`src/mma_ram.sv`:
```
// ----------------------------------------------------------------------------
// mma_ram: generic simple dual-port RAM
// One write port, one read port, read data registered.
// ----------------------------------------------------------------------------
module mma_ram #(
    parameter int WIDTH = 16,
    parameter int DEPTH = 64,
    localparam int AW = (DEPTH > 1) ? $clog2(DEPTH) : 1
) (
    input  logic             i_clk,
    input  logic             i_we,
    input  logic [AW-1:0]    i_waddr,
    input  logic [WIDTH-1:0] i_wdata,
    input  logic [AW-1:0]    i_raddr,
    output logic [WIDTH-1:0] o_rdata
);

    logic [WIDTH-1:0] r_mem [DEPTH];
    logic [WIDTH-1:0] r_rdata;

    always_ff @(posedge i_clk) begin
        if (i_we) begin
            r_mem[i_waddr] <= i_wdata;
        end
        r_rdata <= r_mem[i_raddr];
    end

    assign o_rdata = r_rdata;

endmodule

```
`config.mk`:
```
export PLATFORM = sky130hd
export DESIGN_NAME = mma_ram
export DESIGN_NICKNAME = d
export VERILOG_FILES = /design/src/mma_ram.sv
export SDC_FILE = /design/constraint.sdc
export NUM_CORES = 1
export LEC_CHECK = 0
export ABC_CLOCK_PERIOD_IN_PS = 6800
export BUFFER_PORTS_ARGS = -buffer_cell sky130_fd_sc_hd__buf_2
export CORE_MARGIN = 4
export CORE_UTILIZATION = 40
export DETAILED_ROUTE_END_ITERATION = 10
export SYNTH_ARGS = -nofsm -noshare
export SYNTH_HDL_FRONTEND = slang
export SYNTH_SLANG_ARGS = --single-unit
```
`constraint.sdc`:
```
create_clock -name i_clk -period 6.8 [get_ports i_clk]
set_clock_uncertainty 0.15 [all_clocks]
set_input_delay 0 -clock i_clk [delete_from_list [all_inputs] [get_ports i_clk]]
set_output_delay 0 -clock i_clk [all_outputs]
set_load 0.05 [all_outputs]
```
==> flow_summary.toml, run 1 <==
[run]
cap_violations = 0

[pwr]
p_leak_nw = 14.3
power.density_nw_per_um2 = 299
ir_worst_vdd_mv = 0.213

[placement]
placed_cells = 3133
io_buffers = 45
hpwl_um = 59000
gp_congestion = 0.817

[worst_setup_path]
rrSetupSlack_ns = 4.45
cp.required_ns = 7.21
cp_top_family = "simple AND/OR/NAND/NOR gates"
crit_chain = "buf_6, buf_12, nor2b_1, a22oi_1, a41oi_1, o21ai_0, and4_1"
start_kind = "input port"
cp_slowest_cell = "nor2b_1"
path_class = "in -> reg"
critPathMaxStageDelay_ns = 0.74
endpoint_kind = "register"
r2r_cells = 4
crit_fanout = 79
crit_buf_inv = 2
regToRegStartpoint = "r_mem[46][10]$_DFFE_PP_"
cp.arrival_ns = 3.51
reg2reg_to = "o_rdata[10]$_DFF_P_"

[synthesis]
synth-simple-area-share_pct = 2.65
synthTopCellsByArea = "edfxtp_1, mux4_2, mux2i_1"
synth_area_um2 = 40000
synth-edff-count = 1024
synth_seq_cells = 1040
synth_top_area_share_pct = 76.8
synth_mux_area_share_pct = 15.5
syn_avg_cell_area_um2 = 21.9
synth_cell_type_count = 43
synth_top_family_by_area = "multiplexers"
synthArstFlopShare_pct = 0
synthesis.instances = 1829
ys.flop_type = "edfxtp_1"
synth_compound_area_share_pct = 2.41
yosysTopAreaCell = "edfxtp_1"
ys_warn_count = 0
syn-num-nets = 1859
synth_xor_area_share_pct = 0
yosys.area_share.adder_pct = 0
synth-seq-area-share_pct = 77.6

[drt]
vias = 19400
drc = 0
antenna_left = 0
wl_per_cell_um = 29.9
finalWirelength_um = 100000
first_iter_violations = 2186
vias_per_cell = 5.77
drt_pass1_iterations = 5

[die]
start_util_pct = 40.5
ios = 46
dieHeight_um = 324
core_um2 = 98900
die_w_um = 324
die-area_um2 = 105000
rows = 115

[sta]
max_freq_mhz = 322
rsz0062_at_grt = "no"
period_needed_ns = 3.10
drv_slew = 0
relSlewSlack_pct = 12.1
worstMarginPinSlew_ns = 1.32
min_period_over_period_pct = 45.6
setup_viol = 0
setup_tns_ns = 0
hold_viol = 0

[grt]
grt_use_total_pct = 18.8
grt_antenna_before_repair = 9
grt_pass1_wl_um = 143000
globalRouteOverflowTotal = 0
grt_pass1_vias = 19400
grt_max_degree = 80

[cts]
postCtsSetupBuffers = 0
tritoncts = "built"
cts_resized = 0
root_buffer = "clkbuf_16"
clkSinkCount = 1040
insertion_delay_ns = 0.68
htreeDepth = 3
clock_path_buffers = 3
clkTransAtPathRegs_ns = 0.06
cts_buffers = 106

[final_layout]
final_nets = 2002
final_layout_size_suffix_gt1_share_pct = 26.8
syn2layout_area_growth_pct = 13.8
fin_cells = 3354

[hold_path]
worst_hold_path.endpoint = "r_mem[32][0]$_DFFE_PP_"
worstHoldPathCells = 1
min_path_type = "in -> reg"
hp-start = "i_wdata[0]"

[run_status]
run_status = "completed"
synth_stat cells, drive strengths merged, types with 6 or more instances:
cell type,instances
a211oi,8
nand3,24
a221o,6
a22oi,39
a211o,8
a22o,6
a221oi,16
nand4,12
a31oi,8
buf,77
a311oi,8
nor2,74
mux4,224
nand2,60
mux2i,85
a21oi,17
nor2b,30
o21ai,8
dfxtp,16
clkbuf,27
edfxtp,1024
mux2,27
area by class of cell:
type,count,area [um2]
Antenna cell,2,5.00
Clock buffer,132,2810
Clock inverter,69,729
Fill cell,8120,53300
Multi-Input combinational cell,685,8290
Sequential cell,1040,31100
Tap cell,1287,1610
Timing Repair Buffer,139,1040
how the worst max path moves through the flow:
stage,from,to,slack (ns),cells after the start
floorplan,i_waddr[3],r_mem[48][0]$_DFFE_PP_,4.62,4
global placement,i_raddr[1],o_rdata[2]$_DFF_P_,3.06,7
detailed placement,i_raddr[1],o_rdata[2]$_DFF_P_,3.12,7
CTS,i_raddr[1],o_rdata[2]$_DFF_P_,3.82,7
global route,i_raddr[1],o_rdata[2]$_DFF_P_,3.59,7
finish,i_raddr[1],o_rdata[10]$_DFF_P_,3.70,7
metal layers:
| metal | GRT usage, % | part of all wire (%) |
|---|---|---|
| met5 | 0 | 0.013 |
| met4 | 5.76 | 3.1 |
| met3 | 4.62 | 9.0 |
| met2 | 29.5 | 47 |
| met1 | 26.2 | 41 |
worst reg2reg max path: cells and delay by family (launching register included):
kind,cells,cell delay (ns)
AO/OA/AOI/OAI,1,0.50
AND/OR/NAND/NOR,1,0.43
multiplexers,2,0.77
flip-flops,1,0.37
timing repair:
item	CTS	global route
endpoints found under the hold margin	840	0
setup endpoints to repair	0	0
hold buffers	18	0
through the flow:
step           hold WS (ns)  area (um2)  total power, mW  util (%)  setup WS [ns]
6_report            0.00604       45600             13.6      46.1           3.70
5_1_grt              0.0412       45600             14.1      46.1           3.59
2_1_floorplan       -0.0511       40000             7.66         -           4.62
3_5_place_dp          0.371       41800             7.96      42.3           3.12
4_1_cts             0.00719       45600             13.7      46.1           3.82
3_3_place_gp          0.375       41800             7.95      42.3           3.06
logic make-up (layout without fill, tap and decap cells):
kind of cell,Yosys count,count (layout)
simple gates,220,220
mux,336,336
buf+inv,104,340
compound gates,129,129
other cells,0,2
flops,1040,1040
cell usage in the layout (no fill, tap or decap), types with 4 or more instances in the layout:
cell type,instances
clkbuf_16,106
a31oi_1,8
nor2_2,12
a22o_1,6
nand4_1,12
buf_2,42
mux2_2,27
bufinv_16,11
a211o_1,8
a221o_1,6
a211oi_1,8
edfxtp_1,1024
mux2i_1,85
clkbuf_8,7
nor2b_1,27
a221oi_1,16
clkinv_2,20
nor2_1,62
o21ai_0,5
a21oi_1,17
nand3_1,24
dfxtp_1,16
nand2_1,59
clkinvlp_4,11
a41oi_1,5
a22oi_1,39
dlygate4sd3_1,18
buf_4,73
clkbuf_1,20
mux4_2,220
mux4_1,4
and4_1,5
a311oi_1,8
clkinv_1,17
power breakdown:
group	leakage (nW)	internal, mW	switching (mW)
registers	9.35	7.10	0.0373
logic	3.27	0.231	0.465
clock network	1.70	3.37	2.44
sequential cells by signal, summed over array words and instances (netlist names):
signal	cells
r_mem	1024
o_rdata	16
Power figures use the tool's default switching activity.
==> run 2: changes to the inputs <==
ABC_CLOCK_PERIOD_IN_PS = 3200   (was 6800)
clock period = 3.2 ns   (was 6.8 ns; I/O delays follow)
==> run 2 against run 1 <==
Net effect:
- worst setup slack lost 3.0 ns
- global-route usage about the same
- sequential power up 110%
- design area increased by 0.98%
- final cell count up 2.1%
- combinational power rose by 120%
- die area did not move
- register-to-register slack got worse by 3.5 ns
- clock power grew 100%
- core utilization rose by 0.45 points
- highest routed layer unchanged
==> flow_summary.toml, run 2 (synthesized netlist as in run 1, its figures left out) <==
[grt]
grt_max_degree = 77
grt_antenna_before_repair = 6
grt_pass1_wl_um = 144000
globalRouteOverflowTotal = 0
grt_use_total_pct = 18.8
grt_pass1_vias = 19700

[worst_setup_path]
reg2reg_to = "o_rdata[0]$_DFF_P_"
crit_fanout = 76
start_kind = "input port"
regToRegStartpoint = "r_mem[23][0]$_DFFE_PP_"
r2r_cells = 5
endpoint_kind = "register"
rrSetupSlack_ns = 0.97
cp.required_ns = 3.62
cp.arrival_ns = 2.90
path_class = "in -> reg"

[die]
die-area_um2 = 105000
die_w_um = 324
dieHeight_um = 324
ios = 46
rows = 115
core_um2 = 98900
start_util_pct = 40.5

[cts]
clock_path_buffers = 3
tritoncts = "built"
htreeDepth = 3
cts_resized = 0
cts_buffers = 104
insertion_delay_ns = 0.69
postCtsSetupBuffers = 0
ctsHoldBuffers = 27
clkSinkCount = 1040
clkTransAtPathRegs_ns = 0.06
root_buffer = "clkbuf_16"

[sta]
max_freq_mhz = 403
rsz0062_at_grt = "no"
period_needed_ns = 2.48
setup_viol = 0
setup_tns_ns = 0
relSlewSlack_pct = 16.8
drv_slew = 0
hold_viol = 0
worstMarginPinSlew_ns = 1.25
min_period_over_period_pct = 77.6

[drt]
drc = 0
vias = 19600
wl_per_cell_um = 29.3
first_iter_violations = 2326
antenna_left = 0
drt_pass1_iterations = 6
vias_per_cell = 5.72
finalWirelength_um = 100000

[pwr]
p_int_mw = 22.4
clkPwrFrac_pct = 41.4
power.density_nw_per_um2 = 620
switchingPower_mw = 6.17
sw_frac_of_total_pct = 21.6
p_comb_share_pct = 5.5
ir_worst_vdd_mv = 0.423
p_leak_nw = 14.6
seqPwrFrac_pct = 53.1

[final_layout]
syn2layout_area_growth_pct = 14.9
final_common_cell = "edfxtp_1"
fin_cells = 3425
layout_common_cells = "edfxtp_1, mux4_2, buf_4, clkbuf_16, mux2i_1"
fillers = 8102
largest_register = "r_mem"
final_nets = 2075
largest_register_ffs = 1024
final_layout_size_suffix_gt1_share_pct = 27.5
finish.utilization_pct = 46.5

[hold_path]
worst_hold_path.endpoint = "o_rdata[6]$_DFF_P_"
min_path_type = "in -> reg"
hp-start = "i_raddr[1]"
worstHoldPathCells = 4

[run_status]
run_status = "completed"

[placement]
gp_congestion = 0.843
hpwl_um = 61700
placed_cells = 3199
io_buffers = 45

[run]
cap_violations = 0
## run 2: power by group through the flow
| stage | Clock [mW] | Sequential [mW] | Combinational (mW) |
|---|---|---|---|
| after floorplan | 0 | 15.5 | 0.781 |
| after global placement | 0 | 15.4 | 1.52 |
| after detailed placement | 0 | 15.4 | 1.54 |
| after CTS | 12.0 | 15.1 | 1.57 |
| after global routing | 12.6 | 15.1 | 1.65 |
| final | 11.8 | 15.2 | 1.56 |
## run 2: per-layer routing
layer / vias up / track usage, % / share of wire [%] / routed length, um
met5: - / 0 / 0.021 / 21
met4: 4 / 5.26 / 2.8 / 2820
met3: 162 / 3.91 / 7.8 / 7790
met2: 841 / 30.2 / 48 / 48000
met1: 10500 / 26.4 / 42 / 41800
li1: 8125 / - / - / -
## run 2: worst max-delay path: stages
cell           delay, ns
dlygate4sd3_1       0.55
clkbuf_8            0.39
buf_12              0.42
buf_4               0.36
mux4_2              0.35
mux2i_1             0.21
o21ai_0             0.24
and4_1              0.28
## run 2: worst max-delay path by stage
stage | slack, ns | endpoint | start
2_1_floorplan | 1.02 | r_mem[48][0]$_DFFE_PP_ | i_waddr[3]
3_3_place_gp | 0.55 | o_rdata[8]$_DFF_P_ | i_raddr[0]
3_5_place_dp | 0.53 | o_rdata[8]$_DFF_P_ | i_raddr[0]
4_1_cts | 0.76 | o_rdata[5]$_DFF_P_ | i_raddr[2]
5_1_grt | 0.65 | o_rdata[2]$_DFF_P_ | i_raddr[2]
6_report | 0.72 | o_rdata[5]$_DFF_P_ | i_raddr[2]
## run 2: through the flow
stage          hold slack [ns]  total power, mW  setup WS (ns)  area [um2]
6_report                0.0670             28.5          0.716       46000
5_1_grt                 0.0699             29.4          0.646       46000
4_1_cts                 0.0373             28.8          0.765       46000
3_5_place_dp             0.346             17.0          0.528       42400
3_3_place_gp             0.327             16.9          0.554       42400
2_1_floorplan          -0.0511             16.3           1.02       40000
## run 2: final cells by class
cell class                      count  area [um2]  share of cell area (%)
Sequential cell                  1040       31100                    67.5
Clock buffer                      142        2810                    6.10
Timing Repair Buffer              214        1720                    3.75
Tap cell                         1287        1610                    3.50
Antenna cell                        3        7.51                  0.0163
Multi-Input combinational cell    685        8250                    17.9
Clock inverter                     54         537                    1.17
