[src/mma_pkg.sv]
// ----------------------------------------------------------------------------
// mma_pkg: shared types and constants for the matrix multiply-accumulate block
// Holds the beat formats, operation codes, register indexes, sequencer
// states and the control bundle between the sequencer and the MAC unit.
// ----------------------------------------------------------------------------
package mma_pkg;

    localparam int C_W     = 40;   // C elements, Q9.30
    localparam int SUM_W   = C_W + 1;
    localparam int ALIGN_W = 32;   // one product at 30 fraction bits
    localparam int DOT_W   = 36;   // up to 15 aligned products
    localparam int FRAC_C  = 30;
    localparam int DIM_W   = 4;
    localparam int CFG_W   = 4;
    localparam int CFG_IDX_W = 2;

    localparam logic [CFG_W-1:0] CFG_RESET = 4'd8;

    localparam logic [CFG_IDX_W-1:0] CFG_ROWS_A    = 2'd0;
    localparam logic [CFG_IDX_W-1:0] CFG_INNER_LEN = 2'd1;
    localparam logic [CFG_IDX_W-1:0] CFG_COLS_B    = 2'd2;

    localparam logic [2:0] OP_WR_A    = 3'd0;
    localparam logic [2:0] OP_WR_B    = 3'd1;
    localparam logic [2:0] OP_WR_C    = 3'd2;
    localparam logic [2:0] OP_COMPUTE = 3'd3;
    localparam logic [2:0] OP_READ_C  = 3'd4;

    localparam logic KIND_READ = 1'b0;
    localparam logic KIND_DONE = 1'b1;

    typedef struct packed {
        logic [2:0]            operation;
        logic [2:0]            row;
        logic [2:0]            col;
        logic signed [C_W-1:0] value;
    } t_in_item;

    typedef struct packed {
        logic                  kind;
        logic signed [C_W-1:0] read_value;
        logic                  overflow;
    } t_out_item;

    typedef struct packed {
        logic [DIM_W-1:0] nr;
        logic [DIM_W-1:0] nk;
        logic [DIM_W-1:0] nc;
    } t_dims;

    typedef struct packed {
        logic clr;     // zero the dot-product accumulator
        logic mul_en;  // capture a product from the RAM outputs
        logic acc_en;  // add the aligned product
    } t_mac_ctrl;

    typedef enum logic [2:0] {
        ST_IDLE,
        ST_READ,
        ST_MAC,
        ST_DRAIN,
        ST_WB,
        ST_RESULT
    } t_state;

endpackage

[src/mma_mac.sv]
// ----------------------------------------------------------------------------
// mma_mac: shared multiply-accumulate unit
// Registered multiplier, alignment to 30 fraction bits, dot-product
// accumulator and the saturating add into a C element.
// ----------------------------------------------------------------------------
module mma_mac #(
    parameter int ELEM_WIDTH = 16
) (
    input  logic                          i_clk,
    input  mma_pkg::t_mac_ctrl            i_ctrl,
    input  logic signed [ELEM_WIDTH-1:0]  i_a,
    input  logic signed [ELEM_WIDTH-1:0]  i_b,
    input  logic signed [mma_pkg::C_W-1:0] i_c,
    output logic signed [mma_pkg::C_W-1:0] o_sum,
    output logic                          o_sat
);

    localparam int PW        = 2 * ELEM_WIDTH;
    localparam int PROD_FRAC = 2 * (ELEM_WIDTH - 1);
    localparam int SH_R = (PROD_FRAC >= mma_pkg::FRAC_C) ? PROD_FRAC - mma_pkg::FRAC_C : 0;
    localparam int SH_L = (PROD_FRAC <  mma_pkg::FRAC_C) ? mma_pkg::FRAC_C - PROD_FRAC : 0;

    logic signed [PW-1:0]                r_prod;
    logic signed [mma_pkg::DOT_W-1:0]    r_acc;
    logic signed [63:0]                  prod_wide;
    logic signed [mma_pkg::ALIGN_W-1:0]  aligned;
    logic signed [mma_pkg::SUM_W-1:0]    sum;

    // floor shift right or exact left shift, whichever the width calls for
    always_comb begin
        prod_wide = 64'(r_prod);
        aligned   = mma_pkg::ALIGN_W'((prod_wide >>> SH_R) <<< SH_L);
    end

    always_ff @(posedge i_clk) begin
        if (i_ctrl.mul_en) begin
            r_prod <= i_a * i_b;
        end
        if (i_ctrl.clr) begin
            r_acc <= '0;
        end else if (i_ctrl.acc_en) begin
            r_acc <= r_acc + mma_pkg::DOT_W'(aligned);
        end
    end

    always_comb begin
        sum   = mma_pkg::SUM_W'(i_c) + mma_pkg::SUM_W'(r_acc);
        o_sat = (sum[mma_pkg::SUM_W-1] != sum[mma_pkg::C_W-1]);
        if (o_sat) begin
            o_sum = sum[mma_pkg::SUM_W-1] ? {1'b1, {(mma_pkg::C_W-1){1'b0}}}
                                          : {1'b0, {(mma_pkg::C_W-1){1'b1}}};
        end else begin
            o_sum = sum[mma_pkg::C_W-1:0];
        end
    end

endmodule

[config.mk]
export PLATFORM = sky130hd
export DESIGN_NAME = mma_mac
export DESIGN_NICKNAME = d
export VERILOG_FILES = /design/src/mma_pkg.sv /design/src/mma_mac.sv
export SDC_FILE = /design/constraint.sdc
export NUM_CORES = 1
export LEC_CHECK = 0
export ABC_AREA = 1
export BUFFER_PORTS_ARGS = -buffer_cell sky130_fd_sc_hd__buf_2
export CORE_MARGIN = 4
export CORE_UTILIZATION = 40
export CTS_BUF_LIST = sky130_fd_sc_hd__clkbuf_16
export DETAILED_ROUTE_END_ITERATION = 10
export GPL_ROUTABILITY_DRIVEN = 0
export GPL_TIMING_DRIVEN = 0
export PLACE_DENSITY = 0.52
export SLEW_MARGIN = 20
export SYNTH_ARGS = -nofsm -noshare
export SYNTH_HDL_FRONTEND = slang
export SYNTH_SLANG_ARGS = --single-unit
[constraint.sdc]
create_clock -name i_clk -period 11.2 [get_ports i_clk]
set_clock_uncertainty 0.15 [all_clocks]
set_input_delay 1.68 -clock i_clk [delete_from_list [all_inputs] [get_ports i_clk]]
set_output_delay 1.68 -clock i_clk [all_outputs]
set_load 0.02 [all_outputs]
==> results.py, run 1 <==
metrics = {
    "synthesis": {
        "syn_area_per_cell_sq_um": 6.748,
        "synthCells": 2725,
        "synth_area_leader_cell": "fa_1",
        "syn_nets": 3222,
        "synth_area_leaders": "fa_1 (29%), nand2_1 (17%), inv_1 (13%), ha_1 (11%), nor2_1 (5.3%)",
        "ys_types": 35,
        "synth_top_area_frac": 0.2874,
        "syn-cell-area_sq_mm": 0.01839,
        "yosysWarnings": 0,
        "synth_seq_cells": 68,
        "yosysSeqAreaShare": 0.09145,
    },
    "worst_setup_path": {
        "max_stage_delay_ps": 890,
        "end_kind": "flip-flop",
        "worstSetupPathType": "input pin to flip-flop",
        "cp.arrival_ps": 7820,
        "worstPathMaxFanout": 10,
        "worst_setup_path_start_kind": "input pin",
        "slowest_stage": "fa_1",
        "path_cells": "buf_2 -> clkbuf_1 -> nand2_1 -> inv_1 -> fa_1 -> fa_1 -> fa_1 -> fa_1 -> fa_1 -> inv_1 -> fa_1 -> inv_1 -> ha_1 -> nand2_1 -> nor3_1 -> nand4_1 -> nand3_1 -> nand3_1 -> nand2_1 -> xor2_1",
        "worstPathRequired_ps": 11140,
        "cp_common_cell": "fa_1",
    },
    "placed_design": {
        "dp_cells": 3414,
        "post-place-ws_ps": 2941,
        "dpl_cell_area_sq_mm": 0.01959,
        "port_buffers": 89,
        "hpwl_um": 50850,
    },
    "sta": {
        "fin_tns_setup_ps": 0,
        "period_needed_ps": 7882,
        "worst_pin_slew_ps": 748.7,
        "finalSetupViolCount": 0,
        "fmax_ghz": 0.1269,
        "min_period_over_period": 0.7038,
        "slew_headroom": 0.5009,
        "hold_viol": 0,
        "rsz0062_at_grt": "no",
        "maxSlewViolCount": 0,
        "timing.final.ws_setup_ps": 3318,
    },
    "cts": {
        "cts_buffers": 9,
        "cts_buffer_depth": 2,
        "ctsHoldBuffers": 0,
        "cts_tree": "yes",
        "cts_setup_buffers": 0,
        "cts.sinks": 68,
        "htreeDepth": 3,
        "cts_resized": 0,
        "root_buffer": "clkbuf_16",
        "clkLatencyLatePin_ps": 350,
        "cts.reportedPaths.clkPinSlew_ps": 50,
    },
    "floorplan": {
        "die_width_um": 222.4,
        "rows": 78,
        "coreArea_sq_mm": 0.04538,
        "die_h_um": 222.4,
        "die-area_sq_mm": 0.04947,
        "io_pins": 117,
        "start_util": 0.4052,
    },
    "global_route": {
        "grt_pass1_vias": 17380,
        "antenna_found_initial": 0,
        "grt_max_degree": 33,
        "grt_pass1_wl_um": 90470,
        "track_usage": 0.2293,
        "grt_overflow": 0,
    },
    "drt": {
        "drtIter0Drc": 870,
        "routed_via_density": 4.904,
        "firstDrtPassIters": 6,
        "drc_errors": 0,
        "totalWireLength_um": 57100,
        "routedWlPerCell_um": 16.65,
        "ant_nets": 0,
        "routed-via-count": 16820,
    },
    "layout": {
        "antenna_cells": 0,
        "nFillCells": 4908,
        "layout-drive-gt1-share": 0.04664,
        "syn2layout_area_growth_pct": 8.022,
        "fin_cells": 3430,
        "nNetsFinal": 3322,
        "postLayoutCellArea_sq_mm": 0.01986,
    },
    "flow_run": {
        "drv_cap": 0,
    },
    "run_status": {
        "status": "completed",
    },
    "worst_hold_path": {
        "min_path_type": "flip-flop to flip-flop",
    },
}
[Yosys cell counts]
| library cell | count |
|---|---|
| a31oi_1 | 7 |
| dfxtp_1 | 36 |
| or2_2 | 9 |
| nand4_1 | 34 |
| o211ai_2 | 1 |
| nor3_1 | 10 |
| edfxtp_1 | 32 |
| o31a_1 | 1 |
| buf_1 | 1 |
| inv_1 | 625 |
| buf_2 | 4 |
| a21o_1 | 6 |
| o21ai_1 | 2 |
| a221oi_1 | 1 |
| a21boi_0 | 4 |
| inv_2 | 7 |
| xnor2_1 | 17 |
| nand3b_1 | 4 |
| xor2_1 | 57 |
| o21ai_0 | 71 |
| buf_6 | 4 |
| o21bai_1 | 19 |
| nand2_1 | 813 |
| nand3_1 | 98 |
| nor2_1 | 259 |
| fa_1 | 264 |
| ha_1 | 157 |
| nand2_2 | 2 |
| nor4_1 | 2 |
| a211oi_1 | 2 |
| clkbuf_1 | 68 |
| o21a_1 | 2 |
| nor2_2 | 2 |
| o211ai_1 | 2 |
| a21oi_1 | 102 |
[registers in the layout, summed over array words and instances (netlist names)]
| signal | flops |
|---|---|
| r_acc | 36 |
| aligned | 32 |
[layout make-up]
class | instances | area (sq um) | share of cell area
multi-input combinational | 1948 | 14010 | 0.7053
inverter | 632 | 2372 | 0.1194
sequential | 68 | 1682 | 0.08466
tap | 600 | 750.7 | 0.03779
timing repair buffer | 89 | 445.4 | 0.02242
buffer | 77 | 324.1 | 0.01631
clock buffer | 10 | 250.2 | 0.01260
clock inverter | 6 | 28.78 | 0.001449
[logic make-up (layout without fill, tap and decap cells)]
group,count (synthesis),in the layout,synth area share
fa+ha+maj,421,421,0.3942
buf+inv,709,814,0.1466
flops,68,68,0.09145
compound gates,220,220,0.06593
xor+xnor,74,74,0.03525
simple gates,1233,1233,0.2665
[metal layers]
metal / up-vias / track usage / part of all wire
li1: 8359 / - / -
met1: 7823 / 0.2644 / 0.40
met2: 492 / 0.4277 / 0.50
met3: 148 / 0.01493 / 0.035
met4: 0 / 0.1169 / 0.058
met5: - / 0 / 0
[placed cells by master, fill, tap and decap left out, drive strengths merged, types with 7 or more instances in the layout]
master,count
nand2,815
inv,634
fa,264
nor2,261
ha,157
a21oi,102
nand3,98
buf,98
clkbuf,78
o21ai,73
xor2,57
dfxtp,36
nand4,34
edfxtp,32
o21bai,19
xnor2,17
nor3,10
or2,9
a31oi,7
[per-stage QoR]
step / hold slack, ps / utilization
final: 367.7 / 0.4377
after CTS: 378.4 / 0.4377
after global routing: 426.8 / 0.4377
after floorplan: 312.0 / -
after global placement: 366.7 / 0.4316
after detailed placement: 373.1 / 0.4316
[critical path: cells and delay by family]
family,cells,cell delay (ps)
adders and majority gates,7,3790
and+or+nand+nor,7,1300
buffers and inverters,5,960
xor gates and xnor gates,1,70
[final timing paths]
check                               from           to  slack [ps]  depth (start not counted)
worst max-delay path             i_a[15]  aligned[25]        3320                         20
worst min-delay path            r_acc[0]     r_acc[0]         370                          2
worst max register to register  r_acc[0]    r_acc[30]        8270                         13
worst min register to register  r_acc[0]     r_acc[0]         370                          2
Power of run 1 is not shown: default switching activity piles up to over one toggle a cycle in this logic, so the estimate is an artifact.
==> inputs of run 2 (changes only) <==
--- a/config.mk
+++ b/config.mk
@@ -13,7 +13,7 @@
 export DETAILED_ROUTE_END_ITERATION = 10
 export GPL_ROUTABILITY_DRIVEN = 0
 export GPL_TIMING_DRIVEN = 0
-export PLACE_DENSITY = 0.52
+export PLACE_DENSITY = 0.55
 export SLEW_MARGIN = 20
 export SYNTH_ARGS = -nofsm -noshare
 export SYNTH_HDL_FRONTEND = slang
==> constraint.sdc (replaced) <==
create_clock -name i_clk -period 6.44 [get_ports i_clk]
set_clock_uncertainty 0.15 [all_clocks]
set_input_delay 0.966 -clock i_clk [delete_from_list [all_inputs] [get_ports i_clk]]
set_output_delay 0.966 -clock i_clk [all_outputs]
set_load 0.02 [all_outputs]
==> results.py, run 2 (same netlist as run 1, synthesis figures left out) <==
metrics = {
    "cts": {
        "cts.sinks": 68,
        "cts_tree": "yes",
        "root_buffer": "clkbuf_16",
        "cts_buffers": 9,
        "htreeDepth": 3,
        "cts.reportedPaths.clkPinSlew_ps": 60,
        "cts_buffer_depth": 2,
        "ctsHoldBuffers": 0,
        "clkLatencyLatePin_ps": 350,
    },
    "layout": {
        "antenna_cells": 0,
        "layout-drive-gt1-share": 0.08386,
        "largest_register": "r_acc",
        "layout_common_cells": "nand2_1 (811), inv_1 (624), fa_1 (259)",
        "final_common_cell": "nand2_1",
        "postLayoutCellArea_sq_mm": 0.02038,
        "nNetsFinal": 3330,
        "largest_reg_flops": 36,
        "nFillCells": 4824,
        "syn2layout_area_growth_pct": 10.85,
    },
    "floorplan": {
        "die-area_sq_mm": 0.04947,
        "die_h_um": 222.4,
        "start_util": 0.4052,
        "die_width_um": 222.4,
        "coreArea_sq_mm": 0.04538,
        "io_pins": 117,
        "rows": 78,
    },
    "worst_setup_path": {
        "worstSetupPathType": "input pin to flip-flop",
        "worstPathMaxFanout": 10,
        "end_kind": "flip-flop",
        "worstPathRequired_ps": 6390,
        "worst_setup_path_start_kind": "input pin",
        "cp.arrival_ps": 6240,
    },
    "drt": {
        "routedWlPerCell_um": 16.32,
        "routed_via_density": 4.933,
        "drtIter0Drc": 953,
        "ant_nets": 0,
        "firstDrtPassIters": 6,
        "routed-via-count": 16960,
        "drc_errors": 0,
        "totalWireLength_um": 56090,
    },
    "sta": {
        "hold_viol": 0,
        "min_period_over_period": 0.9769,
        "finalSetupViolCount": 0,
        "period_needed_ps": 6291,
        "rsz0062_at_grt": "yes",
        "maxSlewViolCount": 0,
        "fmax_ghz": 0.1589,
        "slew_headroom": 0.5057,
        "worst_pin_slew_ps": 741.4,
    },
    "global_route": {
        "grt_pass1_wl_um": 90200,
        "grt_pass1_vias": 17900,
        "antenna_found_initial": 0,
        "grt_max_degree": 33,
        "grt_overflow": 0,
        "track_usage": 0.2262,
    },
    "placed_design": {
        "port_buffers": 89,
        "dpl_cell_area_sq_mm": 0.01959,
        "hpwl_um": 49770,
    },
    "worst_hold_path": {
        "min_path_type": "flip-flop to flip-flop",
    },
    "run_status": {
        "status": "completed",
    },
    "flow_run": {
        "drv_cap": 0,
    },
}
[run 2: area by class of cell]
type / instances / area, sq um / share of cell area
Inverter: 632 / 2372 / 0.1164
Tap cell: 600 / 750.7 / 0.03683
Clock inverter: 7 / 67.56 / 0.003315
Buffer: 77 / 543.0 / 0.02664
Sequential cell: 68 / 1682 / 0.08250
Timing Repair Buffer: 97 / 508.0 / 0.02492
Multi-Input combinational cell: 1948 / 14230 / 0.6984
Clock buffer: 9 / 225.2 / 0.01105
[run 2: through the flow]
stage / hold WS (ps) / utilization / std cells / TNS (ps) / setup WS, ps
detailed placement: 369.0 / 0.4316 / 3414 / -14260 / -987.4
CTS: 374.5 / 0.4421 / 3434 / 0 / 1.027
global route: 390.8 / 0.4492 / 3438 / -64.11 / -28.48
global placement: 365.8 / 0.4316 / 3414 / -14100 / -976.2
finish: 368.9 / 0.4492 / 3438 / 0 / 148.6
floorplan: 312.0 / - / 2725 / 0 / 4.588
[run 2: worst paths after layout]
kind / slack [ps] / from / cells after the start / endpoint
hold / removal: 370 / r_acc[0] / 2 / r_acc[0]
hold reg to reg: 370 / r_acc[0] / 2 / r_acc[0]
setup / recovery: 150 / i_a[15] / 22 / aligned[31]
setup reg to reg: 3600 / r_acc[0] / 13 / r_acc[30]
[run 2: timing repair]
item,in CTS,in global routing
resized for setup,79,119
endpoints found under the setup margin,19,14
buffers inserted,4,4
pin swaps,3,10
[run 2: per-layer routing]
metal	vias up	track usage	wire [um]
met5	-	0	0
met4	0	0.1376	3877
met3	172	0.01784	2047
met2	477	0.4083	27400
met1	7929	0.2608	22770
li1	8381	-	-
[run 2: worst max-delay path: stages]
cell and delay, ps:
clkbuf_4 170, buf_6 160, nand2_1 110, inv_2 70, fa_2 650, fa_2 570
buf_4 200, fa_1 470, inv_1 60, fa_1 530, inv_1 60, fa_1 490
fa_1 450, ha_4 320, nand2_1 100, nor2_1 130, nand2_1 110, or2_2 320
nand2_1 70, a21oi_1 70, nand2_1 90, nand2_1 50
Power of run 2 is left out for the same reason.
