File: config.mk
export PLATFORM = sky130hd
export DESIGN_NAME = mma_seq
export DESIGN_NICKNAME = d
export VERILOG_FILES = /design/src/mma_pkg.sv /design/src/mma_seq.sv
export SDC_FILE = /design/constraint.sdc
export NUM_CORES = 1
export LEC_CHECK = 0
export BUFFER_PORTS_ARGS = -buffer_cell sky130_fd_sc_hd__buf_2
export CORE_ASPECT_RATIO = 1.5
export CORE_MARGIN = 3
export CORE_UTILIZATION = 39
export DETAILED_ROUTE_END_ITERATION = 7
export GPL_ROUTABILITY_DRIVEN = 0
export PLACE_DENSITY = 0.67
export SLEW_MARGIN = 25
export SYNTH_ARGS = -nofsm -noshare
export SYNTH_HDL_FRONTEND = slang
export SYNTH_SLANG_ARGS = --single-unit
File: constraint.sdc
create_clock -name i_clk -period 4.99 [get_ports i_clk]
set_input_delay 0.2495 -clock i_clk [delete_from_list [all_inputs] [get_ports i_clk]]
set_output_delay 0.2495 -clock i_clk [all_outputs]
set_load 0.005 [all_outputs]
File: src/mma_pkg.sv
// ----------------------------------------------------------------------------
// mma_pkg: shared types and constants for the matrix multiply-accumulate block
// Holds the beat formats, operation codes, register indexes, sequencer
// states and the control bundle between the sequencer and the MAC unit.
// ----------------------------------------------------------------------------
package mma_pkg;

    localparam int C_W     = 40;   // C elements, Q9.30
    localparam int SUM_W   = C_W + 1;
    localparam int ALIGN_W = 32;   // one product at 30 fraction bits
    localparam int DOT_W   = 36;   // up to 15 aligned products
    localparam int FRAC_C  = 30;
    localparam int DIM_W   = 4;
    localparam int CFG_W   = 4;
    localparam int CFG_IDX_W = 2;

    localparam logic [CFG_W-1:0] CFG_RESET = 4'd8;

    localparam logic [CFG_IDX_W-1:0] CFG_ROWS_A    = 2'd0;
    localparam logic [CFG_IDX_W-1:0] CFG_INNER_LEN = 2'd1;
    localparam logic [CFG_IDX_W-1:0] CFG_COLS_B    = 2'd2;

    localparam logic [2:0] OP_WR_A    = 3'd0;
    localparam logic [2:0] OP_WR_B    = 3'd1;
    localparam logic [2:0] OP_WR_C    = 3'd2;
    localparam logic [2:0] OP_COMPUTE = 3'd3;
    localparam logic [2:0] OP_READ_C  = 3'd4;

    localparam logic KIND_READ = 1'b0;
    localparam logic KIND_DONE = 1'b1;

    typedef struct packed {
        logic [2:0]            operation;
        logic [2:0]            row;
        logic [2:0]            col;
        logic signed [C_W-1:0] value;
    } t_in_item;

    typedef struct packed {
        logic                  kind;
        logic signed [C_W-1:0] read_value;
        logic                  overflow;
    } t_out_item;

    typedef struct packed {
        logic [DIM_W-1:0] nr;
        logic [DIM_W-1:0] nk;
        logic [DIM_W-1:0] nc;
    } t_dims;

    typedef struct packed {
        logic clr;     // zero the dot-product accumulator
        logic mul_en;  // capture a product from the RAM outputs
        logic acc_en;  // add the aligned product
    } t_mac_ctrl;

    typedef enum logic [2:0] {
        ST_IDLE,
        ST_READ,
        ST_MAC,
        ST_DRAIN,
        ST_WB,
        ST_RESULT
    } t_state;

endpackage

File: src/mma_seq.sv
// ----------------------------------------------------------------------------
// mma_seq: item sequencer
// Decodes input beats, drives the RAM ports, steps the i/j/k loops of a
// compute through the shared MAC unit and owns the output register.
// ----------------------------------------------------------------------------
module mma_seq #(
    parameter int MAX_DIM = 8,
    localparam int DEPTH = MAX_DIM * MAX_DIM,
    localparam int AW = (DEPTH > 1) ? $clog2(DEPTH) : 1
) (
    input  logic                           i_clk,
    input  logic                           i_rst_n,
    input  logic                           i_in_valid,
    output logic                           o_in_stall,
    input  mma_pkg::t_in_item              i_in_data,
    output logic                           o_out_valid,
    input  logic                           i_out_stall,
    output mma_pkg::t_out_item             o_out_data,
    input  mma_pkg::t_dims                 i_dims,
    output logic                           o_a_we,
    output logic [AW-1:0]                  o_a_waddr,
    output logic [AW-1:0]                  o_a_raddr,
    output logic                           o_b_we,
    output logic [AW-1:0]                  o_b_waddr,
    output logic [AW-1:0]                  o_b_raddr,
    output logic                           o_c_we,
    output logic                           o_c_wb,
    output logic [AW-1:0]                  o_c_waddr,
    output logic [AW-1:0]                  o_c_raddr,
    input  logic signed [mma_pkg::C_W-1:0] i_c_q,
    input  logic                           i_mac_sat,
    output mma_pkg::t_mac_ctrl             o_mac_ctrl
);

    function automatic logic [AW-1:0] elem_addr(input logic [mma_pkg::DIM_W-1:0] row,
                                                input logic [mma_pkg::DIM_W-1:0] col);
        int idx;
        idx = int'(row) * MAX_DIM + int'(col);
        return AW'(idx);
    endfunction

    mma_pkg::t_state r_state, n_state;
    logic [mma_pkg::DIM_W-1:0] r_i, n_i, r_j, n_j, r_k, n_k;
    logic r_v1, r_v2, r_drain;
    logic r_ovf, n_ovf;
    logic r_rd_ok, n_rd_ok;
    logic r_res_kind, n_res_kind;
    logic signed [mma_pkg::C_W-1:0] r_res_val, n_res_val;
    logic r_out_valid, n_out_valid;
    mma_pkg::t_out_item r_out_data, n_out_data;

    logic accept;
    logic [mma_pkg::DIM_W-1:0] in_r, in_c;
    mma_pkg::t_state elem_state;

    assign o_in_stall = (r_state != mma_pkg::ST_IDLE) || !i_rst_n;
    assign accept     = i_in_valid && !o_in_stall;
    assign in_r       = {1'b0, i_in_data.row};
    assign in_c       = {1'b0, i_in_data.col};
    assign elem_state = (i_dims.nk == '0) ? mma_pkg::ST_DRAIN : mma_pkg::ST_MAC;

    assign o_a_waddr = elem_addr(in_r, in_c);
    assign o_b_waddr = elem_addr(in_r, in_c);
    assign o_a_raddr = elem_addr(r_i, r_k);
    assign o_b_raddr = elem_addr(r_k, r_j);
    assign o_c_raddr = (r_state == mma_pkg::ST_IDLE) ? elem_addr(in_r, in_c)
                                                     : elem_addr(r_i, r_j);
    assign o_c_waddr = o_c_wb ? elem_addr(r_i, r_j) : elem_addr(in_r, in_c);

    always_comb begin
        n_state     = r_state;
        n_i         = r_i;
        n_j         = r_j;
        n_k         = r_k;
        n_ovf       = r_ovf;
        n_rd_ok     = r_rd_ok;
        n_res_kind  = r_res_kind;
        n_res_val   = r_res_val;
        n_out_valid = r_out_valid && i_out_stall;
        n_out_data  = r_out_data;
        o_a_we      = 1'b0;
        o_b_we      = 1'b0;
        o_c_we      = 1'b0;
        o_c_wb      = 1'b0;
        o_mac_ctrl.clr    = 1'b0;
        o_mac_ctrl.mul_en = r_v1;
        o_mac_ctrl.acc_en = r_v2;

        case (r_state)
            mma_pkg::ST_IDLE: begin
                if (accept) begin
                    case (i_in_data.operation)
                        mma_pkg::OP_WR_A: begin
                            o_a_we = (in_r < i_dims.nr) && (in_c < i_dims.nk);
                        end
                        mma_pkg::OP_WR_B: begin
                            o_b_we = (in_r < i_dims.nk) && (in_c < i_dims.nc);
                        end
                        mma_pkg::OP_WR_C: begin
                            o_c_we = (in_r < i_dims.nr) && (in_c < i_dims.nc);
                        end
                        mma_pkg::OP_COMPUTE: begin
                            n_i = '0;
                            n_j = '0;
                            n_k = '0;
                            o_mac_ctrl.clr = 1'b1;
                            if (i_dims.nr == '0 || i_dims.nc == '0) begin
                                n_res_kind = mma_pkg::KIND_DONE;
                                n_res_val  = '0;
                                n_state    = mma_pkg::ST_RESULT;
                            end else begin
                                n_state = elem_state;
                            end
                        end
                        mma_pkg::OP_READ_C: begin
                            n_rd_ok = (in_r < i_dims.nr) && (in_c < i_dims.nc);
                            n_state = mma_pkg::ST_READ;
                        end
                        default: begin
                        end
                    endcase
                end
            end
            mma_pkg::ST_READ: begin
                n_res_kind = mma_pkg::KIND_READ;
                n_res_val  = r_rd_ok ? i_c_q : '0;
                n_state    = mma_pkg::ST_RESULT;
            end
            mma_pkg::ST_MAC: begin
                if (r_k == i_dims.nk - 4'd1) begin
                    n_state = mma_pkg::ST_DRAIN;
                end else begin
                    n_k = r_k + 4'd1;
                end
            end
            mma_pkg::ST_DRAIN: begin
                // wait for the last product to land and the C read to settle
                if (!r_v1 && !r_v2 && r_drain) begin
                    n_state = mma_pkg::ST_WB;
                end
            end
            mma_pkg::ST_WB: begin
                o_c_we = 1'b1;
                o_c_wb = 1'b1;
                o_mac_ctrl.clr = 1'b1;
                n_k = '0;
                if (i_mac_sat) begin
                    n_ovf = 1'b1;
                end
                if (r_j == i_dims.nc - 4'd1) begin
                    n_j = '0;
                    if (r_i == i_dims.nr - 4'd1) begin
                        n_res_kind = mma_pkg::KIND_DONE;
                        n_res_val  = '0;
                        n_state    = mma_pkg::ST_RESULT;
                    end else begin
                        n_i     = r_i + 4'd1;
                        n_state = elem_state;
                    end
                end else begin
                    n_j     = r_j + 4'd1;
                    n_state = elem_state;
                end
            end
            mma_pkg::ST_RESULT: begin
                // hold until the output register is free
                if (!r_out_valid || !i_out_stall) begin
                    n_out_valid           = 1'b1;
                    n_out_data.kind       = r_res_kind;
                    n_out_data.read_value = r_res_val;
                    n_out_data.overflow   = r_ovf;
                    n_state               = mma_pkg::ST_IDLE;
                end
            end
            default: begin
                n_state = mma_pkg::ST_IDLE;
            end
        endcase
    end

    always_ff @(posedge i_clk) begin
        if (!i_rst_n) begin
            r_state     <= mma_pkg::ST_IDLE;
            r_v1        <= 1'b0;
            r_v2        <= 1'b0;
            r_drain     <= 1'b0;
            r_ovf       <= 1'b0;
            r_out_valid <= 1'b0;
        end else begin
            r_state     <= n_state;
            r_v1        <= (r_state == mma_pkg::ST_MAC);
            r_v2        <= r_v1;
            r_drain     <= (r_state == mma_pkg::ST_DRAIN);
            r_ovf       <= n_ovf;
            r_out_valid <= n_out_valid;
        end
    end

    always_ff @(posedge i_clk) begin
        r_i        <= n_i;
        r_j        <= n_j;
        r_k        <= n_k;
        r_rd_ok    <= n_rd_ok;
        r_res_kind <= n_res_kind;
        r_res_val  <= n_res_val;
        r_out_data <= n_out_data;
    end

    assign o_out_valid = r_out_valid;
    assign o_out_data  = r_out_data;

    a_pipe_order: assert property (@(posedge i_clk) disable iff (!i_rst_n)
        r_v2 |-> $past(r_v1))
        else $error("product stage valid without a RAM read beat before it");

    a_ovf_sticky: assert property (@(posedge i_clk) disable iff (!i_rst_n)
        !$fell(r_ovf))
        else $error("overflow flag cleared outside reset");

    a_wb_empty: assert property (@(posedge i_clk) disable iff (!i_rst_n)
        (r_state == mma_pkg::ST_WB) |-> (!r_v1 && !r_v2))
        else $error("C write-back while products are still in flight");

    a_loop_range: assert property (@(posedge i_clk) disable iff (!i_rst_n)
        (r_state == mma_pkg::ST_MAC) |->
            (r_k < i_dims.nk && r_i < i_dims.nr && r_j < i_dims.nc))
        else $error("loop index outside the set dimensions");

    a_result_out: assert property (@(posedge i_clk) disable iff (!i_rst_n)
        (r_state == mma_pkg::ST_RESULT && (!r_out_valid || !i_out_stall)) |=>
            (r_out_valid && r_state == mma_pkg::ST_IDLE))
        else $error("result not moved into the output register");

endmodule

==> qor.csv, run 1 <==
stage;metric;value;unit
cts;H-tree depth;3;
synthesis;number of synthesized register bits;104;
global_routing;initial antenna violation count;0;
floorplan;core box area;11700;µm²
cts;Clock Tree Root;clkbuf_16;
drt;drt pass-1 iters;4;
timing;final period utilization;62.7;%
floorplan;Die Span Y;141;µm
cts;CTS buffer count;9;
power_and_ir_drop;Leakage Power;2.36;nW
setup_path;R2R setup slack;1.86;ns
placement;HPWL after DPL;7780;µm
synthesis;syn_nets;500;
floorplan;chip width;96.3;µm
synthesis;synth warn;0;
drt;drt via density;4.93;
timing;final hold vios;0;
timing;max_slew headroom;46.3;%
floorplan;IO Pins;193;
setup_path;Critical R2R Launch;r_state[2]$_SDFFE_PN0P_;
cts;worst-case clock buffer depth;2;
cells_and_area;Area growth syn-to-layout;22.4;%
cells_and_area;ratio of cells with drive above 1 in the final layout;34.4;%
cells_and_area;FF/Latch Area;3040;µm²
cells_and_area;final core utilization;49.8;%
timing;Final Max Slew Viols;0;
setup_path;arrival time worst endpoint;3.10;ns
cts;post-cts sizing count;0;
worst_hold_path;Hold Path Depth;3;
synthesis;Mapped Cells;374;
global_routing;global route overflow;0;
synthesis;register area share after synthesis;63.8;%
setup_path;CP Class;reg -> reg;
drt;via count;3263;
setup_path;CP required;4.96;ns
setup_path;R2R cell count;7;
cells_and_area;n_diodes;0;
synthesis;EDFF count, synth;96;
global_routing;Total GRT Usage;15.2;%
worst_hold_path;hold path startpoint;i_mac_sat;
cts;Post-CTS Setup Bufs;0;
cells_and_area;Multi-input gate area;1490;µm²
worst_hold_path;Worst Hold Path EP;r_ovf$_SDFFE_PN0P_;
timing;Tmin final;3.13;ns
synthesis;Synth Flop Type;edfxtp_1;
setup_path;critical path capture point type;flip-flop;
placement;DP Area;5560;µm²
placement;PortBufs;152;
synthesis;Commonest cells post-synth;edfxtp_1, and2_1, nand2_1;
synthesis;ys async rst share;0;%
power_and_ir_drop;pwr dens;309;nW/µm²
synthesis;share of the synthesized area in the top cell type;60.5;%
timing;Max Clock Skew;0.00904;ns
setup_path;RR Endpoint;r_res_val[16]$_SDFFCE_PN0P_;
timing;setup tns final;0;ns
cts;clock sinks;104;
drt;DRT Wirelength;10100;µm
status;outcome;completed;
synthesis;top-count cell post-synth;edfxtp_1;
cts;CTS tree;built;
cts;CTS Hold Buffers Added;0;
drt;wire per inst;15.3;µm
synthesis;Synth Area per Inst;12.7;µm²
power_and_ir_drop;Tot Pwr;1.80;mW
timing;Worst-Margin Slew;0.800;ns
drt;drt drc;0;
global_routing;largest net degree at the start of global routing;42;
drt;post-route ant nets;0;
drt;DRT iter0 DRCs;141;
timing;Max Fclk;320;MHz
cts;CTS clock-pin slew for the worst setup and hold paths;0.07;ns
timing;Final setup violation count;0;
cells_and_area;fin area;5840;µm²
global_routing;vias in the first global route;3172;
floorplan;Starting Density;40.7;%
floorplan;Site Rows;48;
synthesis;synth top area cells;edfxtp_1, and2_1, ha_1;
worst_hold_path;HP Class;in -> reg;
flow_run;Max Cap Violations;0;
cells_and_area;Final nets;634;
floorplan;full die area;13600;µm²
setup_path;Setup crit start kind;flip-flop;
synthesis;Synth Cell Area;4770;µm²
synthesis;area leader, netlist;edfxtp_1;
setup_path;Crit Path Max Fanout;41;
cells_and_area;fillers;1051;
global_routing;first-pass GRT wire length;15800;µm
synthesis;Yosys cell types;43;
cts;Worst-Skew Late Latency;0.34;ns
power_and_ir_drop;Max VDD drop;0.161;mV
timing;RSZ-0062 raised after global routing;false;
-- cell type report --
| cell class | count | area share (%) |
|---|---|---|
| Sequential cell | 104 | 52.1 |
| Multi-Input combinational cell | 223 | 25.6 |
| Timing Repair Buffer | 154 | 13.3 |
| Clock buffer | 9 | 3.86 |
| Tap cell | 150 | 3.22 |
| Inverter | 16 | 1.03 |
| Clock inverter | 6 | 0.901 |
-- sequential cells by signal, summed over array words and instances, names as in the netlist --
register,cells
o_out_data,42
r_res_val,40
r_i,4
r_j,4
r_k,4
r_state,3
o_out_valid,1
r_drain,1
r_ovf,1
r_rd_ok,1
r_res_kind,1
r_v1,1
r_v2,1
-- critical path, stage by stage (launching register included) --
cell and delay [ns]:
dfxtp_1 0.55, inv_2 0.08, or3_1 0.53, inv_1 0.40
a31oi_1 0.21, or3_1 0.45, o21ai_4 0.07, buf_4 0.47
-- worst max path at each step --
stage	startpoint	endpoint
6_report	r_state[2]$_SDFFE_PN0P_	r_res_val[16]$_SDFFCE_PN0P_
5_1_grt	r_state[2]$_SDFFE_PN0P_	r_res_val[0]$_SDFFCE_PN0P_
4_1_cts	r_state[2]$_SDFFE_PN0P_	r_res_val[0]$_SDFFCE_PN0P_
3_5_place_dp	r_state[2]$_SDFFE_PN0P_	r_res_val[1]$_SDFFCE_PN0P_
3_3_place_gp	r_state[2]$_SDFFE_PN0P_	r_res_val[3]$_SDFFCE_PN0P_
2_1_floorplan	r_j[2]$_SDFFCE_PN0P_	r_res_kind$_DFFE_PP_
-- layout by cell type, fill, tap and decap left out, types with 8 or more instances in the layout --
master,count
buf_2,152
nand2_1,40
edfxtp_1,96
dfxtp_1,8
and2_1,44
nor3_1,8
xor2_1,11
a21oi_1,11
clkbuf_16,9
ha_1,20
nor2_1,22
xnor2_1,12
inv_1,15
-- kinds of logic (layout without fill, tap and decap cells) --
family,after synthesis,in the layout,synth area share (%)
adders and majority gates,20,20,5.25
buffers and inverters,47,185,5.38
DFF,104,104,63.8
and+or+nand+nor,141,141,15.2
xor gates and xnor gates,25,25,5.17
AOI/OAI and AO/OA,37,37,5.14
-- layer usage --
metal	GRT usage, %	wire length (µm)
met3	4.19	880
met4	4.95	195
met2	26.0	5120
met1	18.1	3930
met5	0	0
-- through the flow --
stage	setup WS [ns]	hold slack [ns]	std cells
after floorplan	1.32	0.371	374
after global routing	1.65	0.165	662
after detailed placement	1.84	0.405	647
after global placement	1.92	0.401	647
after CTS	1.83	0.132	662
final	1.86	0.140	662
-- power breakdown --
group	switching, mW	internal (mW)
logic	0.0887	0.0787
clock network	0.308	0.343
registers	0.0134	0.969
Note: power is estimated with default switching activity, not from simulation.
==> inputs of run 2 (changes only) <==
==> constraint.sdc (replaced) <==
create_clock -name i_clk -period 2.9 [get_ports i_clk]
set_input_delay 0.145 -clock i_clk [delete_from_list [all_inputs] [get_ports i_clk]]
set_output_delay 0.145 -clock i_clk [all_outputs]
set_load 0.005 [all_outputs]
==> run 2 against run 1 <==
Compared with the run above: sequential share of layout area decreased by 0.44 points; clock-buffer cell count unchanged; core utilization increased by 0.43 points; worst setup slack got worse by 1.4 ns; largest cell class unchanged; highest routed layer unchanged; global-route usage about the same.
==> qor.csv, run 2 (synthesis results as in run 1) <==
stage;metric;value;unit
status;outcome;completed;
cells_and_area;commonest non-fill, non-tap cell in the layout;buf_2;
timing;Tmin final;2.47;ns
cells_and_area;fillers;1065;
cts;worst-case clock buffer depth;2;
global_routing;initial antenna violation count;0;
cts;clock sinks;104;
drt;drt drc;0;
cts;Post-CTS Setup Bufs;0;
timing;final hold vios;0;
timing;max_slew headroom;42.4;%
setup_path;Crit Path Max Fanout;41;
cts;CTS tree;built;
setup_path;Setup crit start kind;flip-flop;
cells_and_area;ratio of cells with drive above 1 in the final layout;34.8;%
setup_path;CP Class;reg -> reg;
drt;via count;3226;
floorplan;Starting Density;40.7;%
drt;DRT iter0 DRCs;95;
floorplan;Die Span Y;141;µm
cts;Clock Tree Root;clkbuf_16;
timing;Final Max Slew Viols;0;
global_routing;Total GRT Usage;15.1;%
floorplan;IO Pins;193;
timing;setup tns final;0;ns
cts;CTS buffer count;9;
drt;wire per inst;14.9;µm
drt;drt pass-1 iters;4;
power_and_ir_drop;pwr dens;532;nW/µm²
floorplan;chip width;96.3;µm
drt;DRT Wirelength;9940;µm
placement;PortBufs;152;
global_routing;largest net degree at the start of global routing;43;
placement;DP Area;5600;µm²
cts;CTS Hold Buffers Added;0;
cells_and_area;Final nets;638;
cts;H-tree depth;3;
power_and_ir_drop;Max VDD drop;0.241;mV
floorplan;full die area;13600;µm²
setup_path;critical path capture point type;flip-flop;
setup_path;CP required;2.92;ns
cells_and_area;max FFs per register;42;
timing;Max Fclk;406;MHz
placement;HPWL after DPL;7640;µm
worst_hold_path;Hold Path Depth;3;
timing;final period utilization;85.0;%
floorplan;core box area;11700;µm²
cts;CTS clock-pin slew for the worst setup and hold paths;0.07;ns
cells_and_area;n_diodes;0;
global_routing;first-pass GRT wire length;15900;µm
floorplan;Site Rows;48;
power_and_ir_drop;Leakage Power;2.39;nW
cells_and_area;commonest non-fill, non-tap cells in the layout;buf_2, edfxtp_1, and2_1, nand2_1, nor2_1;
setup_path;arrival time worst endpoint;2.49;ns
global_routing;vias in the first global route;3307;
setup_path;R2R cell count;6;
timing;Worst-Margin Slew;0.858;ns
cts;post-cts sizing count;0;
cells_and_area;Area growth syn-to-layout;23.5;%
timing;Final setup violation count;0;
cells_and_area;fin area;5890;µm²
global_routing;global route overflow;0;
drt;post-route ant nets;0;
cts;Worst-Skew Late Latency;0.34;ns
drt;drt via density;4.84;
flow_run;Max Cap Violations;0;
worst_hold_path;HP Class;in -> reg;
timing;Max Clock Skew;0.00701;ns
timing;RSZ-0062 raised after global routing;false;
run 2: worst paths after layout:
path,start,to,slack (ns)
worst max-delay path,r_j[2]$_SDFFCE_PN0P_,r_res_val[7]$_SDFFCE_PN0P_,0.43
worst min-delay path,i_mac_sat,r_ovf$_SDFFE_PN0P_,0.04
worst max register to register,r_j[2]$_SDFFCE_PN0P_,r_res_val[7]$_SDFFCE_PN0P_,0.43
worst min register to register,r_res_val[7]$_SDFFCE_PN0P_,o_out_data[8]$_DFFE_PP_,0.41
run 2: layout make-up:
class,instances,area [µm²],area share [%]
flip-flops and latches,104,3040,51.7
repair buffers,158,818,13.9
clock buffers,9,225,3.83
well taps,150,188,3.19
clock inverters,7,61.3,1.04
multi-input cells,223,1490,25.3
inverters,16,60.1,1.02
run 2: per-layer routing:
metal / routed length (µm) / vias up / global-route usage, %
met3: 766 / 27 / 3.18
met4: 283 / 0 / 6.45
met2: 4860 / 154 / 25.4
met5: 0 / - / 0
met1: 4030 / 1475 / 18.5
li1: - / 1570 / -
run 2: stage by stage:
stage,setup WS [ns],instances,utilization (%),hold WS [ns],total power [mW]
floorplan,0.365,374,-,0.267,1.89
global placement,0.459,651,47.8,0.378,2.01
detailed placement,0.418,651,47.8,0.378,2.02
CTS,0.399,667,50.3,0.0185,3.17
global route,0.309,667,50.3,0.0813,3.27
finish,0.434,667,50.3,0.0361,3.13
run 2: report_power, final:
group	internal, mW	total, mW	switching (mW)
clock	0.601	1.15	0.549
sequential	1.67	1.69	0.0232
combinational	0.139	0.291	0.152
run 2: worst max-delay path, cell delays in order (launching register included):
cell      delay, ns
edfxtp_1       0.49
xnor3_1        0.41
nand3_1        0.12
nor4_1         0.50
a21oi_1        0.19
o21ai_4        0.18
buf_12         0.25
